$ cat src/design/eas_pkg.sv
// ----------------------------------------------------------------------------
// eas_pkg: shared definitions for the serial EEPROM access sequencer
// Phase codes, command codes, status codes and default settings.
// ----------------------------------------------------------------------------
package eas_pkg;

	localparam int ADDRESS_BITS_DEFAULT = 7;
	localparam int DATA_BITS_DEFAULT    = 8;
	localparam int OPCODE_BITS          = 3;
	localparam int STATUS_BITS          = 2;
	localparam int POLL_BITS            = 16;

	localparam logic [POLL_BITS-1:0] POLL_LIMIT_RESET = 16'd1000;

	localparam logic [OPCODE_BITS-1:0] OP_TICK  = 3'd0;
	localparam logic [OPCODE_BITS-1:0] OP_READ  = 3'd1;
	localparam logic [OPCODE_BITS-1:0] OP_WRITE = 3'd2;
	localparam logic [OPCODE_BITS-1:0] OP_EWEN  = 3'd3;
	localparam logic [OPCODE_BITS-1:0] OP_EWDS  = 3'd4;

	localparam logic [STATUS_BITS-1:0] ST_OK       = 2'd0;
	localparam logic [STATUS_BITS-1:0] ST_NOSTART  = 2'd1;
	localparam logic [STATUS_BITS-1:0] ST_TIMEOUT  = 2'd2;

	// Two-bit opcode field sent on the wire after the start bit.
	localparam logic [1:0] WIRE_READ  = 2'b10;
	localparam logic [1:0] WIRE_WRITE = 2'b01;
	localparam logic [1:0] WIRE_MISC  = 2'b00;

	typedef enum logic [11:0] {
		PH_IDLE         = 12'b0000_0000_0001,
		PH_SHIFT        = 12'b0000_0000_0010,
		PH_DUMMY        = 12'b0000_0000_0100,
		PH_SAMPLE       = 12'b0000_0000_1000,
		PH_GAP          = 12'b0000_0001_0000,
		PH_CHECK1       = 12'b0000_0010_0000,
		PH_CHECK2       = 12'b0000_0100_0000,
		PH_CHECK3       = 12'b0000_1000_0000,
		PH_POLL         = 12'b0001_0000_0000,
		PH_DONE_OK      = 12'b0010_0000_0000,
		PH_DONE_NOSTART = 12'b0100_0000_0000,
		PH_DONE_TIMEOUT = 12'b1000_0000_0000
	} phase_t;

endpackage

$ cat src/design/eas_core.sv
// ----------------------------------------------------------------------------
// eas_core: bit-period sequencer
// Holds the command state and advances it by one serial bit period each time
// step is high, producing the driven lines and completion status.
// ----------------------------------------------------------------------------
module eas_core #(
	parameter int ADDRESS_BITS = eas_pkg::ADDRESS_BITS_DEFAULT,
	parameter int DATA_BITS    = eas_pkg::DATA_BITS_DEFAULT
) (
	input  logic                             clk,
	input  logic                             arst_n,
	input  logic                             step,
	input  logic [eas_pkg::OPCODE_BITS-1:0]  opcode,
	input  logic [ADDRESS_BITS-1:0]          address,
	input  logic [DATA_BITS-1:0]             write_data,
	input  logic                             data_in_pin,
	input  logic [eas_pkg::POLL_BITS-1:0]    poll_limit,
	output logic                             chip_select,
	output logic                             data_out_pin,
	output logic                             busy_res,
	output logic                             done_res,
	output logic [DATA_BITS-1:0]             read_data,
	output logic [eas_pkg::STATUS_BITS-1:0]  status
);

	localparam int SHIFT_BITS = 3 + ADDRESS_BITS + DATA_BITS;
	localparam int BCW        = $clog2(SHIFT_BITS + 1);
	localparam int PW         = eas_pkg::POLL_BITS;

	eas_pkg::phase_t                  phase_q, phase_d;
	logic [eas_pkg::OPCODE_BITS-1:0]  kind_q, kind_d;
	logic [SHIFT_BITS-1:0]            shift_out_q, shift_out_d;
	logic [BCW-1:0]                   bit_count_q, bit_count_d;
	logic [DATA_BITS-1:0]             shift_in_q, shift_in_d;
	logic [PW-1:0]                    poll_count_q, poll_count_d;

	always_comb begin
		eas_pkg::phase_t         ph;
		logic                    start;
		logic [1:0]              wire_op;
		logic [ADDRESS_BITS-1:0] field;
		logic [DATA_BITS-1:0]    data;
		logic [BCW-1:0]          bc_dec;
		logic [PW:0]             cnt;

		start   = (phase_q == eas_pkg::PH_IDLE) && (opcode inside
			{eas_pkg::OP_READ, eas_pkg::OP_WRITE, eas_pkg::OP_EWEN, eas_pkg::OP_EWDS});
		wire_op = eas_pkg::WIRE_MISC;
		field   = '0;
		data    = '0;
		case (opcode)
			eas_pkg::OP_READ: begin
				wire_op = eas_pkg::WIRE_READ;
				field   = address;
			end
			eas_pkg::OP_WRITE: begin
				wire_op = eas_pkg::WIRE_WRITE;
				field   = address;
				data    = write_data;
			end
			eas_pkg::OP_EWEN: begin
				field = {2'b11, {(ADDRESS_BITS-2){1'b0}}};
			end
			default: begin
				field = '0;
			end
		endcase

		// A command taken in idle shifts its start bit in the same period.
		ph            = phase_q;
		kind_d        = kind_q;
		shift_out_d   = shift_out_q;
		bit_count_d   = bit_count_q;
		shift_in_d    = shift_in_q;
		poll_count_d  = poll_count_q;
		if (start) begin
			ph           = eas_pkg::PH_SHIFT;
			kind_d       = opcode;
			shift_out_d  = {1'b1, wire_op, field, data};
			bit_count_d  = (opcode == eas_pkg::OP_WRITE) ? BCW'(SHIFT_BITS)
				: BCW'(3 + ADDRESS_BITS);
			shift_in_d   = '0;
			poll_count_d = '0;
		end

		bc_dec       = (bit_count_d != '0) ? bit_count_d - 1'b1 : '0;
		cnt          = {1'b0, poll_count_d} + 1'b1;
		phase_d      = ph;
		chip_select  = 1'b0;
		data_out_pin = 1'b0;
		busy_res     = 1'b1;
		done_res     = 1'b0;
		read_data    = '0;
		status       = eas_pkg::ST_OK;

		case (ph)
			eas_pkg::PH_SHIFT: begin
				chip_select  = 1'b1;
				data_out_pin = shift_out_d[SHIFT_BITS-1];
				shift_out_d  = {shift_out_d[SHIFT_BITS-2:0], 1'b0};
				bit_count_d  = bc_dec;
				if (bc_dec == '0) begin
					if (kind_d == eas_pkg::OP_READ)
						phase_d = eas_pkg::PH_DUMMY;
					else if (kind_d == eas_pkg::OP_WRITE)
						phase_d = eas_pkg::PH_GAP;
					else
						phase_d = eas_pkg::PH_DONE_OK;
				end
			end
			eas_pkg::PH_DUMMY: begin
				chip_select = 1'b1;
				bit_count_d = BCW'(DATA_BITS);
				phase_d     = eas_pkg::PH_SAMPLE;
			end
			eas_pkg::PH_SAMPLE: begin
				chip_select = 1'b1;
				shift_in_d  = {shift_in_d[DATA_BITS-2:0], data_in_pin};
				bit_count_d = bc_dec;
				if (bc_dec == '0)
					phase_d = eas_pkg::PH_DONE_OK;
			end
			eas_pkg::PH_GAP: begin
				phase_d = eas_pkg::PH_CHECK1;
			end
			eas_pkg::PH_CHECK1: begin
				chip_select = 1'b1;
				phase_d     = eas_pkg::PH_CHECK2;
			end
			eas_pkg::PH_CHECK2: begin
				chip_select  = 1'b1;
				poll_count_d = '0;
				phase_d      = data_in_pin ? eas_pkg::PH_CHECK3 : eas_pkg::PH_POLL;
			end
			eas_pkg::PH_CHECK3: begin
				chip_select  = 1'b1;
				poll_count_d = '0;
				phase_d      = data_in_pin ? eas_pkg::PH_DONE_NOSTART
					: eas_pkg::PH_POLL;
			end
			eas_pkg::PH_POLL: begin
				chip_select = 1'b1;
				if (data_in_pin)
					phase_d = eas_pkg::PH_DONE_OK;
				else if (cnt >= {1'b0, poll_limit})
					phase_d = eas_pkg::PH_DONE_TIMEOUT;
				else
					poll_count_d = cnt[PW-1:0];
			end
			eas_pkg::PH_DONE_OK, eas_pkg::PH_DONE_NOSTART,
			eas_pkg::PH_DONE_TIMEOUT: begin
				done_res = 1'b1;
				if (ph == eas_pkg::PH_DONE_NOSTART)
					status = eas_pkg::ST_NOSTART;
				else if (ph == eas_pkg::PH_DONE_TIMEOUT)
					status = eas_pkg::ST_TIMEOUT;
				if (kind_d == eas_pkg::OP_READ)
					read_data = shift_in_d;
				phase_d = eas_pkg::PH_IDLE;
			end
			default: begin
				busy_res = 1'b0;
				phase_d  = eas_pkg::PH_IDLE;
			end
		endcase
	end

	always_ff @(posedge clk or negedge arst_n) begin
		if (!arst_n) begin
			phase_q      <= eas_pkg::PH_IDLE;
			kind_q       <= '0;
			shift_out_q  <= '0;
			bit_count_q  <= '0;
			shift_in_q   <= '0;
			poll_count_q <= '0;
		end else if (step) begin
			phase_q      <= phase_d;
			kind_q       <= kind_d;
			shift_out_q  <= shift_out_d;
			bit_count_q  <= bit_count_d;
			shift_in_q   <= shift_in_d;
			poll_count_q <= poll_count_d;
		end
	end

endmodule

$ cat src/design/serial_eeprom_access_sequencer_top.sv
// ----------------------------------------------------------------------------
// serial_eeprom_access_sequencer_top: 3-wire serial EEPROM master sequencer
// Input register, bit-period sequencer and result register.
// ----------------------------------------------------------------------------
// Each input transfer is one serial bit period and yields exactly one result
// transfer with the lines to drive, busy, done, read data and status. The
// block takes one item per clock cycle when the output side keeps up; an
// item passes through the input register and then the result register on
// its way out. The sequencer state advances once per item, so a command
// of N bit periods needs N input items. poll_limit is written through the
// cfg port, which is always ready, and should only change while no command
// is in progress.
module serial_eeprom_access_sequencer_top #(
	parameter int ADDRESS_BITS = eas_pkg::ADDRESS_BITS_DEFAULT,
	parameter int DATA_BITS    = eas_pkg::DATA_BITS_DEFAULT
) (
	input  logic                             clk,
	input  logic                             arst_n,
	input  logic                             cfg_valid,
	output logic                             cfg_ready,
	input  logic [eas_pkg::POLL_BITS-1:0]    cfg_data,
	input  logic                             in_valid,
	output logic                             in_stall,
	input  logic [eas_pkg::OPCODE_BITS-1:0]  opcode,
	input  logic [ADDRESS_BITS-1:0]          address,
	input  logic [DATA_BITS-1:0]             write_data,
	input  logic                             data_in_pin,
	output logic                             out_valid,
	input  logic                             out_stall,
	output logic                             chip_select,
	output logic                             data_out_pin,
	output logic                             busy_res,
	output logic                             done_res,
	output logic [DATA_BITS-1:0]             read_data,
	output logic [eas_pkg::STATUS_BITS-1:0]  status
);

	logic [eas_pkg::POLL_BITS-1:0]   poll_limit_q;
	logic                            valid_s1;
	logic [eas_pkg::OPCODE_BITS-1:0] opcode_s1;
	logic [ADDRESS_BITS-1:0]         address_s1;
	logic [DATA_BITS-1:0]            write_data_s1;
	logic                            pin_s1;
	logic                            advance;
	logic                            in_take;

	logic                            cs_c, dout_c, busy_c, done_c;
	logic [DATA_BITS-1:0]            rdata_c;
	logic [eas_pkg::STATUS_BITS-1:0] status_c;

	assign cfg_ready = 1'b1;

	// The stage 1 item moves on when the result register is empty or is
	// being emptied by a transfer in this cycle.
	assign advance  = valid_s1 && (!out_valid || !out_stall);
	assign in_stall = valid_s1 && !advance;
	assign in_take  = in_valid && !in_stall;

	always_ff @(posedge clk or negedge arst_n) begin
		if (!arst_n) begin
			poll_limit_q <= eas_pkg::POLL_LIMIT_RESET;
		end else if (cfg_valid && cfg_ready) begin
			poll_limit_q <= cfg_data;
		end
	end

	always_ff @(posedge clk or negedge arst_n) begin
		if (!arst_n) begin
			valid_s1 <= 1'b0;
		end else if (in_take) begin
			valid_s1 <= 1'b1;
		end else if (advance) begin
			valid_s1 <= 1'b0;
		end
	end

	always_ff @(posedge clk) begin
		if (in_take) begin
			opcode_s1     <= opcode;
			address_s1    <= address;
			write_data_s1 <= write_data;
			pin_s1        <= data_in_pin;
		end
	end

	eas_core #(
		.ADDRESS_BITS(ADDRESS_BITS),
		.DATA_BITS   (DATA_BITS)
	) u_core (
		.clk         (clk),
		.arst_n      (arst_n),
		.step        (advance),
		.opcode      (opcode_s1),
		.address     (address_s1),
		.write_data  (write_data_s1),
		.data_in_pin (pin_s1),
		.poll_limit  (poll_limit_q),
		.chip_select (cs_c),
		.data_out_pin(dout_c),
		.busy_res    (busy_c),
		.done_res    (done_c),
		.read_data   (rdata_c),
		.status      (status_c)
	);

	always_ff @(posedge clk or negedge arst_n) begin
		if (!arst_n) begin
			out_valid <= 1'b0;
		end else if (advance) begin
			out_valid <= 1'b1;
		end else if (!out_stall) begin
			out_valid <= 1'b0;
		end
	end

	always_ff @(posedge clk) begin
		if (advance) begin
			chip_select  <= cs_c;
			data_out_pin <= dout_c;
			busy_res     <= busy_c;
			done_res     <= done_c;
			read_data    <= rdata_c;
			status       <= status_c;
		end
	end

endmodule
$ cat config.mk
export PLATFORM = sky130hd
export DESIGN_NAME = serial_eeprom_access_sequencer_top
export DESIGN_NICKNAME = d
export VERILOG_FILES = /design/src/design/eas_pkg.sv /design/src/design/eas_core.sv /design/src/design/serial_eeprom_access_sequencer_top.sv
export SDC_FILE = /design/constraint.sdc
export NUM_CORES = 1
export LEC_CHECK = 0
export BUFFER_PORTS_ARGS = -buffer_cell sky130_fd_sc_hd__buf_2
export CAP_MARGIN = 20
export CORE_ASPECT_RATIO = 0.75
export CORE_MARGIN = 2
export CORE_UTILIZATION = 60
export CTS_BUF_LIST = sky130_fd_sc_hd__clkbuf_8
export DETAILED_ROUTE_END_ITERATION = 8
export GPL_TIMING_DRIVEN = 0
export PLACE_DENSITY = 0.78
export SLEW_MARGIN = 25
export SYNTH_ARGS = -nofsm -noshare
export SYNTH_HDL_FRONTEND = slang
export SYNTH_SLANG_ARGS = --single-unit
export TNS_END_PERCENT = 5
$ cat constraint.sdc
create_clock -name clk -period 5.62 [get_ports clk]
set_input_delay 0.281 -clock clk [delete_from_list [all_inputs] [get_ports clk]]
set_output_delay 0.281 -clock clk [all_outputs]
set_load 0.05 [all_outputs]
# ---- Word level (Yosys, flattened, before mapping)
# Cells that the tools add are included.
dict set report op_classes {
  n_eq_ne 19
  shifts 0
  n_div 0
  n_mux 35
  magnitude_cmp 1
  reduce_logical 21
  n_bitwise 1
  addsub 2
  mul 0
}
# operator n
set op_table {}
lappend op_table {{12-bit one-hot mux with 8 select lines} 1}
lappend op_table {{12-bit 2-to-1 mux} 6}
lappend op_table {{16-bit 2-to-1 mux} 3}
lappend op_table {{18-bit 2-to-1 mux} 2}
lappend op_table {{16-bit one-hot mux with 2 select lines} 1}
lappend op_table {{8-bit 2-to-1 mux} 3}
lappend op_table {{16-bit by 1-bit adder with 17-bit output (second input constant)} 1}
lappend op_table {{17-bit by 16-bit greater-or-equal comparator with 1-bit output} 1}
lappend op_table {{5-bit 2-to-1 mux} 3}
lappend op_table {{7-bit one-hot mux with 2 select lines} 1}
lappend op_table {{12-bit by 1-bit == test with 1-bit output (second input constant)} 1}
lappend op_table {{12-bit by 10-bit == test with 1-bit output (second input constant)} 1}
lappend op_table {{12-bit by 11-bit == test with 1-bit output (second input constant)} 1}
lappend op_table {{12-bit == test (second input constant)} 1}
lappend op_table {{12-bit by 2-bit == test with 1-bit output (second input constant)} 1}
lappend op_table {{12-bit by 3-bit == test with 1-bit output (second input constant)} 1}
lappend op_table {{12-bit by 4-bit == test with 1-bit output (second input constant)} 1}
lappend op_table {{12-bit by 5-bit == test with 1-bit output (second input constant)} 1}
lappend op_table {{12-bit by 6-bit == test with 1-bit output (second input constant)} 1}
lappend op_table {{12-bit by 7-bit == test with 1-bit output (second input constant)} 1}
lappend op_table {{12-bit by 8-bit == test with 1-bit output (second input constant)} 1}
lappend op_table {{12-bit by 9-bit == test with 1-bit output (second input constant)} 1}
lappend op_table {{11-bit 2-to-1 mux} 1}
lappend op_table {{11-bit OR reduction} 1}
lappend op_table {{other kinds (24)} 43}
dict set report word_totals {
  output_inout_bits 17
  latch_bits 0
  ramBits 0
  mem_count 0
  reg_bits 113
  mem_bits_ro 0
}

# ---- Logic depth before layout (Yosys ltp)
dict set report logic_depth {
  ltp_word 9
  depth_mapped 24
  depth_no_buf 19
}

# ---- By module
# Synthesis repeated with hierarchy kept, for this count alone.
dict set report hier_totals {
  hier_cells 577
  area_unflattened_um2 6223.5
}
# module cells_per_inst area_per_inst_um2 instances seq_area_each_um2
set by_module_without_submodules {}
lappend by_module_without_submodules {eas_core 500 4478.0 1 1552.7}
lappend by_module_without_submodules {serial_eeprom_access_sequencer_top 77 1745.4 1 1448.9}

# ---- Least setup slack after synthesis
# Ideal clock, no wire load.
dict set report synth_path {
  kind {flip-flop to flip-flop}
  from {register u_core.phase_q[9]}
  to {register u_core.poll_count_q[6]}
  path_stages_with_launch 24
  setup_slack_ns 0.978
  setup_ns 0.121
  arrival_time_ns 4.521
  required_ns 5.499
  cell_sequence {dfrtp_1 > buf_6 > nor4_4 > and3_1 > buf_2 > nand2_2 > buf_2 > buf_2 > and2_1 > ha_1 > inv_1 > nor2_1 > nand4_1 > xor2_1 > nor2_1 > ha_1 > and4_1 > a31o_1 > a211o_1 > a211oi_1 > and2_1 > buf_2 > o21ai_2 > a22o_1}
}
dict set report synth_between {
  elab_chain_cells 8
  word_cells_on_any_way 13
}
# element line
set synth_rtl {}
lappend synth_rtl {{start, declared} eas_core.sv:30} ;# eas_pkg::phase_t phase_q, phase_d;
lappend synth_rtl {{start signal, assigned} eas_core.sv:170} ;# phase_q <= eas_pkg::PH_IDLE;
lappend synth_rtl {{start signal, assigned} eas_core.sv:177} ;# phase_q <= phase_d;
lappend synth_rtl {{12-bit by 1-bit == test with 1-bit output} eas_core.sv:46} ;# start = (phase_q == eas_pkg::PH_IDLE) && (opcode inside
lappend synth_rtl {{1-bit logical AND} eas_core.sv:46}
lappend synth_rtl {{16-bit 2-to-1 mux} eas_core.sv:76} ;# if (start) begin
lappend synth_rtl {{16-bit by 1-bit adder with 17-bit output} eas_core.sv:87} ;# cnt = {1'b0, poll_count_d} + 1'b1;
lappend synth_rtl {{17-bit by 16-bit greater-or-equal comparator with 1-bit output} eas_core.sv:145} ;# else if (cnt >= {1'b0, poll_limit})
lappend synth_rtl {{16-bit 2-to-1 mux} eas_core.sv:145}
lappend synth_rtl {{16-bit 2-to-1 mux} eas_core.sv:143} ;# if (data_in_pin)
lappend synth_rtl {{16-bit one-hot mux with 2 select lines (*)} eas_core.sv:96} ;# case (ph)
lappend synth_rtl {{end signal, assigned} eas_core.sv:182} ;# poll_count_q <= poll_count_d;
lappend synth_rtl {{end, declared} eas_core.sv:35} ;# logic [PW-1:0] poll_count_q, poll_count_d;
# Mark *: on every way between the ends. The rest lies on a longest branch, timed or not.
# A chain may end at the register's enable or synchronous reset.

# ---- Worst setup path in the final report
dict set report layout_path {
  from {register u_core.phase_q[5]}
  to {register u_core.poll_count_q[10]}
}
# Same word-level chain as after synthesis.

==> run_results.csv <==
group,metric,value,unit
setup_path,crit_start,"u_core.phase_q[5]",
placed_design,dp.final_hpwl,10110,um
placed_design,dpl_worst_slack,0.06525,ns
setup_path,worstReg2RegStart,"u_core.phase_q[5]",
pwr,power.share.combinational,0.326,
pwr,p_sw,0.0009828,W
layout,fillers,778,
layout,nNetsFinal,772,
layout,post-route-cell-area,7282,um^2
sta,setup_viol,0,
drt,drcViolationCount,0,
sta,fin_crit,5.408,ns
setup_path,reg2reg_slack,0.21,ns
drt,routed_wl,14670,um
synth,syn-num-nets,678,
synth,yosysSeqAreaShare,0.4857,
setup_path,cp.required,5.95,ns
synth,ys_async_sr_fraction,0.7080,
sta,finClkSkew,0.01204,ns
die,core,10170,um^2
pwr,p_total,0.002797,W
setup_path,crit_arrival,5.74,ns
grt,grt_pass1_vias,4984,
grt,grt_pass1_wl,24450,um
clock_tree,cts_made_buffers,17,
pwr,clockPowerShare,0.293,
synth,yosys.area.top_type_share,0.2956,
pwr,sw_frac_of_total,0.3513,
synth,synth_edf_count,33,
grt,grt_max_degree,51,
sta,drv_slew,0,
drt,wl_per_cell,17.02,um
synth,synth_common_cells,"nand2_1 (78), dfrtp_1 (73), o21ai_0 (49)",
clock_tree,clockBufferDepth,2,
flow_run,drv_cap,0,
drt,drt-initial-drc-count,436,
pwr,ir_drop,0.2834,mV
setup_path,path_class,"reg2reg",
synth,yosysWarnings,0,
grt,antenna_found_initial,0,
synth,synth.most_common_cell,"nand2_1",
synth,synth_top_area_cell,"dfrtp_1",
placed_design,dpl_cell_area,6649,um^2
pwr,p_per_area,384.1,nW/um^2
synth,ys_types,72,
drt,drt_first_pass_iters,6,
clock_tree,cts.reportedPaths.clkPinSlew,0.07,ns
sta,tightestPinTransition,0.9959,ns
setup_path,critPathLaunchType,"flip-flop",
synth,syn_avg_cell_area,9.983,um^2
setup_path,crit_path_end_kind,"flip-flop",
clock_tree,clk_latency,0.45,ns
synth,ys.flop_type,"dfrtp_1",
layout,multi_input_area,2938,um^2
status,status,"completed",
drt,via_per_inst,5.934,
grt,grt_usage,0.2822,
clock_tree,root_buffer,"clkbuf_8",
min_path,hp-class,"in2reg",
synth,synth.area.top_cells,"dfrtp_1 (30%), edfxtp_1 (16%), nand2_1 (4.7%)",
min_path,hp-start,"data_in_pin",
die,start_util,0.6077,
sta,fin_crit_sh,0.9623,
layout,diodes,0,
sta,rsz0062_at_grt,"false",
die,die_area,11140,um^2
die,die_y,91.89,um
clock_tree,cts_tree,"done",
pwr,power_leakage,3.196,nW
setup_path,cp_max_fo,10,
sta,fmax,184.9,MHz
die,num_rows,32,
clock_tree,clkSinkCount,113,
sta,hold_violations,0,
die,fp.dieW,121.2,um
pwr,intPower,0.001815,W
layout,seqCellArea,3002,um^2
sta,slew_headroom,0.3189,
grt,overflow,0,
pwr,seq_power_share,0.381,
synth,synth_seq_cells,113,
layout,final_layout_size_suffix_gt1_frac,0.2025,
synth,syn-cell-area,6180,um^2
synth,synth_cells,619,
drt,via_count,5115,
placed_design,place_congestion,0.9232,
clock_tree,cts_max_level,4,
drt,ant_nets,0,
sta,setup_ws,0.2120,ns
die,io_pins,57,
placed_design,io_buffer_count,55,
sta,final.setup.tns,0,ns
layout,syn_to_final_growth,17.84,%
==> critical path: stages (launching register included) <==
cell	delay, ns
dfrtp_1	0.37
buf_6	0.14
nor4_4	0.49
and3_1	0.22
buf_2	0.17
nand2_2	0.12
buf_2	0.26
clkbuf_4	0.24
and2_1	0.21
ha_1	0.23
inv_1	0.12
nor2_1	0.11
and2_1	0.20
nand2_1	0.09
xor2_1	0.14
nor2_1	0.07
ha_1	0.31
a211o_1	0.31
a21oi_1	0.15
o21ai_0	0.19
a211oi_4	0.31
and2_1	0.17
buf_2	0.20
o21ai_2	0.20
a22o_1	0.24
==> timing repair <==
item | in CTS | in global routing
setup endpoints to repair | 0 | 18
hold buffers | 18 | 1
resized for setup | 0 | 3
buffers inserted | 0 | 1
hold endpoints to repair | 60 | 1
==> placed cells by master, fill, tap and decap left out, drive strengths merged, types with 15 or more instances in the layout <==
cell and n:
inv 27, dfrtp 73, nor2 33, buf 76, clkbuf 32, dlygate4sd3 19
a22o 22, edfxtp 33, ha 19, and2 15, nand2 80, o21ai 58
nand3 19, a21oi 26
==> through the flow <==
step	utilization	hold WS, ns	instances
6_report	0.7160	0.02861	862
2_1_floorplan	-	-0.01459	619
3_3_place_gp	0.6515	0.4570	810
4_1_cts	0.7127	0.0005838	861
3_5_place_dp	0.6538	0.3631	811
5_1_grt	0.7160	0.01289	862
==> area by class of cell <==
class,count,area share
clock buffer,18,0.03402
sequential,113,0.4122
multi-input combinational,447,0.4034
clock inverter,14,0.02354
inverter,25,0.01289
timing repair buffer,76,0.06804
buffer,33,0.02251
tap,136,0.02337
==> kinds of logic (layout without fill, tap and decap cells) <==
logic type / Yosys count / after routing / synth area share
xor gates and xnor gates: 19 / 19 / 0.02693
adders and majority gates: 19 / 19 / 0.03847
AOI/OAI and AO/OA: 165 / 165 / 0.1790
buffers and inverters: 59 / 166 / 0.04171
DFF: 113 / 113 / 0.4857
muxes: 16 / 16 / 0.02794
and+or+nand+nor: 227 / 227 / 0.1996
other: 1 / 1 / 0.0006068
==> worst paths after layout <==
kind	cells after the start	endpoint
worst min-delay path	1	pin_s1
min in group asynchronous	2	poll_limit_q[14]
worst max register to register	24	u_core.poll_count_q[10]
worst max-delay path	24	u_core.poll_count_q[10]
max in group asynchronous	3	u_core.phase_q[0]
worst min register to register	2	u_core.shift_out_q[6]
==> layer usage <==
| metal | vias up | track usage | wire, um |
|---|---|---|---|
| li1 | 2433 | - | - |
| met1 | 2481 | 0.4087 | 6748 |
| met2 | 183 | 0.4129 | 6628 |
| met3 | 18 | 0.09142 | 1134 |
| met4 | 0 | 0.06992 | 157 |
| met5 | - | 0 | 0 |
==> registers in the layout, indices dropped and copies added, names as in the netlist <==
name and flops:
opcode_s1 3, data_out_pin 1, poll_limit_q 16, u_core.shift_out_q 18, chip_select 1, read_data 8
u_core.shift_in_q 8, u_core.poll_count_q 16, address_s1 7, u_core.bit_count_q 5, out_valid 1, status 2
busy_res 1, write_data_s1 8, u_core.kind_q 3, pin_s1 1, valid_s1 1, u_core.phase_q 12
done_res 1
==> power by group through the flow <==
stage,registers (W),clock network [W],logic (W)
3_5_place_dp,0.00108,0,0.000879
5_1_grt,0.00108,0.000861,0.00101
6_report,0.00107,0.000820,0.000912
4_1_cts,0.00106,0.000828,0.000892
3_3_place_gp,0.00107,0,0.000844
2_1_floorplan,0.00110,0,0.000627
No activity file was read; power rests on OpenSTA's default activity.
